$ cat src/rtl/tcr_pkg.sv
// Torque command ramp: shared types and constants.
// Used by every module of the block; depends on nothing.
package tcr_pkg;

  // Configuration register indexes
  localparam logic [2:0] REG_COEF     = 3'd0;
  localparam logic [2:0] REG_POS_LIM  = 3'd1;
  localparam logic [2:0] REG_NEG_LIM  = 3'd2;
  localparam logic [2:0] REG_FREQ     = 3'd3;
  localparam logic [2:0] REG_SLOPE    = 3'd4;
  localparam logic [2:0] REG_OP_MODE  = 3'd5;
  localparam logic [2:0] REG_POLARITY = 3'd6;

  localparam int IN_W     = 40;  // input tdata width
  localparam int OUT_W    = 24;  // output tdata width
  localparam int TGT_W    = 22;  // scaled target, signed
  localparam int CMD_W    = 34;  // target in Q12, signed
  localparam int REF_W    = 36;  // ramp reference in Q12, signed
  localparam int DVD_W    = 48;  // coefficient times slope
  localparam int STEP_W   = 33;  // ramp step magnitude
  localparam int FRAC_W   = 12;  // Q12 fraction bits

  typedef struct packed {
    logic [15:0]        coef;
    logic [14:0]        pos_lim;
    logic signed [15:0] neg_lim;
    logic [15:0]        freq;
    logic [31:0]        slope;
    logic               cyclic;
    logic               polarity;
  } cfg_t;

  // One classified tick between front and back
  typedef struct packed {
    logic signed [TGT_W-1:0] target;
    logic                    running;
    logic                    enabled;
    logic                    switching;
    logic                    stop;
  } entry_t;

endpackage

$ cat src/rtl/tcr_fifo.sv
// Torque command ramp: short queue between front and back.
// Depends on tcr_pkg.
module tcr_fifo #(
  parameter int DEPTH = 2
) (
  input  logic            clk,
  input  logic            rst,
  input  logic            push,
  input  tcr_pkg::entry_t push_data,
  output logic            full,
  input  logic            pop,
  output tcr_pkg::entry_t pop_data,
  output logic            empty
);
  import tcr_pkg::*;

  localparam int PTR_W = (DEPTH > 1) ? $clog2(DEPTH) : 1;
  localparam int CNT_W = $clog2(DEPTH + 1);

  entry_t             slots [DEPTH];
  logic [PTR_W-1:0]   wr_ptr;
  logic [PTR_W-1:0]   rd_ptr;
  logic [CNT_W-1:0]   count;

  assign full     = (count == CNT_W'(DEPTH));
  assign empty    = (count == '0);
  assign pop_data = slots[rd_ptr];

  // storage
  always_ff @(posedge clk) begin
    if (push && !full) begin
      slots[wr_ptr] <= push_data;
    end
  end

  // pointers and fill count
  always_ff @(posedge clk) begin
    if (rst) begin
      wr_ptr <= '0;
      rd_ptr <= '0;
      count  <= '0;
    end else begin
      if (push && !full) begin
        wr_ptr <= (wr_ptr == PTR_W'(DEPTH - 1)) ? '0 : wr_ptr + 1'b1;
      end
      if (pop && !empty) begin
        rd_ptr <= (rd_ptr == PTR_W'(DEPTH - 1)) ? '0 : rd_ptr + 1'b1;
      end
      count <= count + CNT_W'(push && !full) - CNT_W'(pop && !empty);
    end
  end

endmodule

$ cat config.mk
export PLATFORM = sky130hd
export DESIGN_NAME = tcr_fifo
export DESIGN_NICKNAME = d
export VERILOG_FILES = /design/src/rtl/tcr_pkg.sv /design/src/rtl/tcr_fifo.sv
export SDC_FILE = /design/constraint.sdc
export NUM_CORES = 1
export LEC_CHECK = 0
export BUFFER_PORTS_ARGS = -buffer_cell sky130_fd_sc_hd__buf_2
export CORE_MARGIN = 5
export CORE_UTILIZATION = 51
export CTS_CLUSTER_SIZE = 8
export DETAILED_ROUTE_END_ITERATION = 6
export PLACE_DENSITY_LB_ADDON = 0.05
export RECOVER_POWER = 50
export SLEW_MARGIN = 20
export SYNTH_ARGS = -nofsm -noshare
export SYNTH_HDL_FRONTEND = slang
export SYNTH_SLANG_ARGS = --single-unit
$ cat constraint.sdc
create_clock -name clk -period 2.2 [get_ports clk]
set_input_delay 0.22 -clock clk [delete_from_list [all_inputs] [get_ports clk]]
set_output_delay 0.22 -clock clk [all_outputs]
set_load 0.05 [all_outputs]
==> flow_metrics.py <==
metrics = {
    "grt": {
        "track_usage_pct": 13.55,
        "antenna_found_initial": 0,
        "grt_pass1_vias": 1203,
        "grt_overflow": 0,
        "met1_usage_pct": 13.57,
        "grt_pass1_wl_um": 5209,
        "grt_max_degree": 27,
        "grt_util_met3_pct": 7.703,
        "grt_busiest_layer": "met2",
        "grtUsageMet2_pct": 22.74,
    },
    "place": {
        "gp_congestion": 0.6746,
        "dp_hpwl_um": 2371,
        "placed_cells": 216,
        "portBuffers": 57,
    },
    "timing": {
        "grt_setup_unrepaired": "false",
        "slew_violations": 0,
        "setup_viol": 0,
        "worst_pin_slew_ps": 622.9,
        "period_needed_ps": 1801,
        "clock_skew_ps": 6.456,
        "setup_tns_ps": 0,
        "hold_viol": 0,
        "relSlewSlack_pct": 58.47,
        "fin_crit_sh_pct": 81.87,
        "fmax_mhz": 555.2,
    },
    "route": {
        "firstDrtPassIters": 4,
        "drt_iter0_drc": 42,
        "avgViaCountPerCell": 4.797,
        "drc_errors": 0,
        "vias": 1113,
        "wl_um": 3371,
        "ant_nets": 0,
        "wl_per_cell_um": 14.53,
    },
    "worst_setup_path": {
        "crit_end": "slots[0][10]",
        "cp.arrival_ps": 1750,
        "cp_max_fo": 10,
        "cpPeakStageDelay_ps": 450,
        "r2r_setup_slack_ps": 400,
        "cp_slowest_cell": "clkbuf_1",
        "cp_num_buf_inv": 3,
        "startpoint_type": "register",
        "worstSetupPathDepth": 5,
        "crit_family": "buffers and inverters",
        "worstSetupPathType": "reg2reg",
        "crit_path_end_kind": "register",
        "critPathRequiredTime_ps": 2150,
        "reg2reg_depth": 5,
        "crit_start": "count[0]",
        "crit_chain": "nand2b_2 -> inv_1 -> or3_1 -> inv_1 -> clkbuf_1",
        "crit_top_cell": "inv_1",
        "r2r-end": "slots[0][10]",
        "r2r-start": "count[0]",
    },
    "pwr": {
        "p_leak_nw": 1.001,
        "p_int_w": 0.002136,
        "p_per_area_nw_per_um2": 1361,
        "p_seq_share_pct": 40.6,
        "ir_drop_mv": 0.7372,
        "p_comb_share_pct": 38.2,
        "switchingPower_w": 0.001404,
        "swShare_pct": 39.67,
        "clock_power_share_pct": 21.2,
    },
    "job": {
        "cap_violations": 0,
    },
    "hold_path": {
        "holdCritStartpoint": "push_data[21]",
        "worstHoldPathCells": 1,
        "worstHoldPathType": "in2reg",
    },
    "clock_tree": {
        "cts-hold-fix-buffers": 0,
        "post_cts_buffers": 0,
        "cts_buffers": 9,
        "clk_pin_slew_ps": 60,
        "clk_root_buffer_cell": "clkbuf_8",
        "cts_htree_levels": 3,
        "cts.repair.resized": 0,
        "worstSkewPairLatency_ps": 320,
        "ctsLongestPathBuffers": 2,
        "cts_sinks": 57,
        "cts_tree": "done",
    },
    "final_layout": {
        "area_delta_synth_final_pct": 23.31,
        "drive_gt1_share_pct": 34.07,
        "diodes": 0,
        "layout.nets": 209,
        "num-fill-cells": 303,
        "stdcell_count": 232,
    },
    "floorplanning": {
        "ios": 58,
        "initial_utilization_pct": 52.74,
        "rows": 23,
        "core_um2": 4000,
        "dieArea_um2": 5523,
        "die_x_um": 74.32,
        "fp.dieH_um": 74.32,
    },
    "yosys": {
        "synth_cells": 108,
        "syn-num-nets": 140,
        "synth-seq-cells": 57,
        "synth.cell_area_um2": 2110,
        "seq_area_frac_synth_pct": 78.77,
        "synth.distinct_cells": 21,
        "syn_area_per_cell_um2": 19.53,
        "ys_warn_count": 0,
    },
    "run_status": {
        "outcome": "finished, final reports clean",
    },
}
## power by group through the flow
| stage | registers (W) | clock network (W) | logic, W |
|---|---|---|---|
| detailed placement | 0.00146 | 0 | 0.00139 |
| CTS | 0.00144 | 0.000775 | 0.00139 |
| finish | 0.00144 | 0.000751 | 0.00135 |
| floorplan | 0.00144 | 0 | 0.00108 |
| global route | 0.00145 | 0.000830 | 0.00143 |
| global placement | 0.00145 | 0 | 0.00136 |
## synth_stat cells (all sizes together)
cell type | instances | area, um^2
o21a | 1 | 8.760
and2 | 1 | 6.260
or3 | 1 | 6.260
inv | 4 | 15.01
xor2 | 1 | 8.760
nor2 | 4 | 15.01
o21ai | 1 | 5.000
nor3 | 1 | 5.000
and3 | 1 | 7.510
ha | 2 | 25.02
nand2b | 1 | 8.760
xnor2 | 1 | 8.760
mux2 | 26 | 292.8
edfxtp | 52 | 1562
nor2b | 1 | 6.260
a21oi | 1 | 5.000
dfxtp | 5 | 100.1
buf | 3 | 20.01
nand2 | 1 | 3.750
## worst min path at each step
| stage | endpoint | slack [ps] |
|---|---|---|
| final | slots[0][21] | 90 |
| after floorplan | wr_ptr | 290 |
| after detailed placement | slots[1][18] | 410 |
| after global routing | slots[1][17] | 60 |
| after CTS | slots[1][21] | 70 |
| after global placement | slots[0][12] | 410 |
## through the flow
step / power, W / utilization, % / cell area, um^2 / hold WS (ps) / setup WS [ps]
CTS: 0.003605 / 65.47 / 2619 / 73.09 / 500.8
detailed placement: 0.002847 / 61.68 / 2467 / 411.1 / 620.2
floorplan: 0.002525 / - / 2110 / 289.1 / 341.3
finish: 0.003540 / 65.03 / 2601 / 90.51 / 398.9
global placement: 0.002814 / 61.68 / 2467 / 407.0 / 702.6
global route: 0.003716 / 65.03 / 2601 / 58.83 / 270.0
## final cells by class
type	count	area (um^2)	share of cell area [%]
timing repair buffer	61	297.8	11.45
sequential	57	1662	63.88
clock inverter	2	8.758	0.3367
multi-input combinational	44	412.9	15.87
clock buffer	14	142.6	5.483
inverter	4	15.01	0.5772
tap	50	62.56	2.405
## sequential cells by signal (all words and copies together), names as in the netlist, named ones only
name,cells
slots,52
count,2
rd_ptr,1
wr_ptr,1
## kinds of logic after synthesis
logic type / after synthesis / synth area share (%)
and+or+nand+nor: 11 / 2.788
xor gates and xnor gates: 2 / 0.8305
AOI/OAI and AO/OA: 3 / 0.8893
buffers and inverters: 7 / 1.660
adders and majority gates: 2 / 1.186
muxes: 26 / 13.88
DFF: 57 / 78.77
## per-layer routing
| layer | up-vias | wire length (um) |
|---|---|---|
| met3 | 4 | 251 |
| met5 | - | 0 |
| met4 | 0 | 32 |
| met2 | 33 | 1789 |
| met1 | 529 | 1297 |
| li1 | 547 | - |
## worst reg2reg max path, cell delays in order, from the launching register on
cell and delay, ps:
dfxtp_1 370, nand2b_2 150, inv_1 60, or3_1 320, inv_1 80, clkbuf_1 450
## cell usage in the layout, fill, tap and decap left out, types with 2 or more instances in the layout
cell type  synthesis  routed
ha_1               2       2
mux2_1            26      26
clkbuf_1           0      17
edfxtp_1          52      52
inv_1              3       4
buf_2              1      46
clkbuf_8           0       9
dfxtp_1            5       5
buf_4              2       3
nor2_1             4       4
Power figures use the tool's default switching activity.
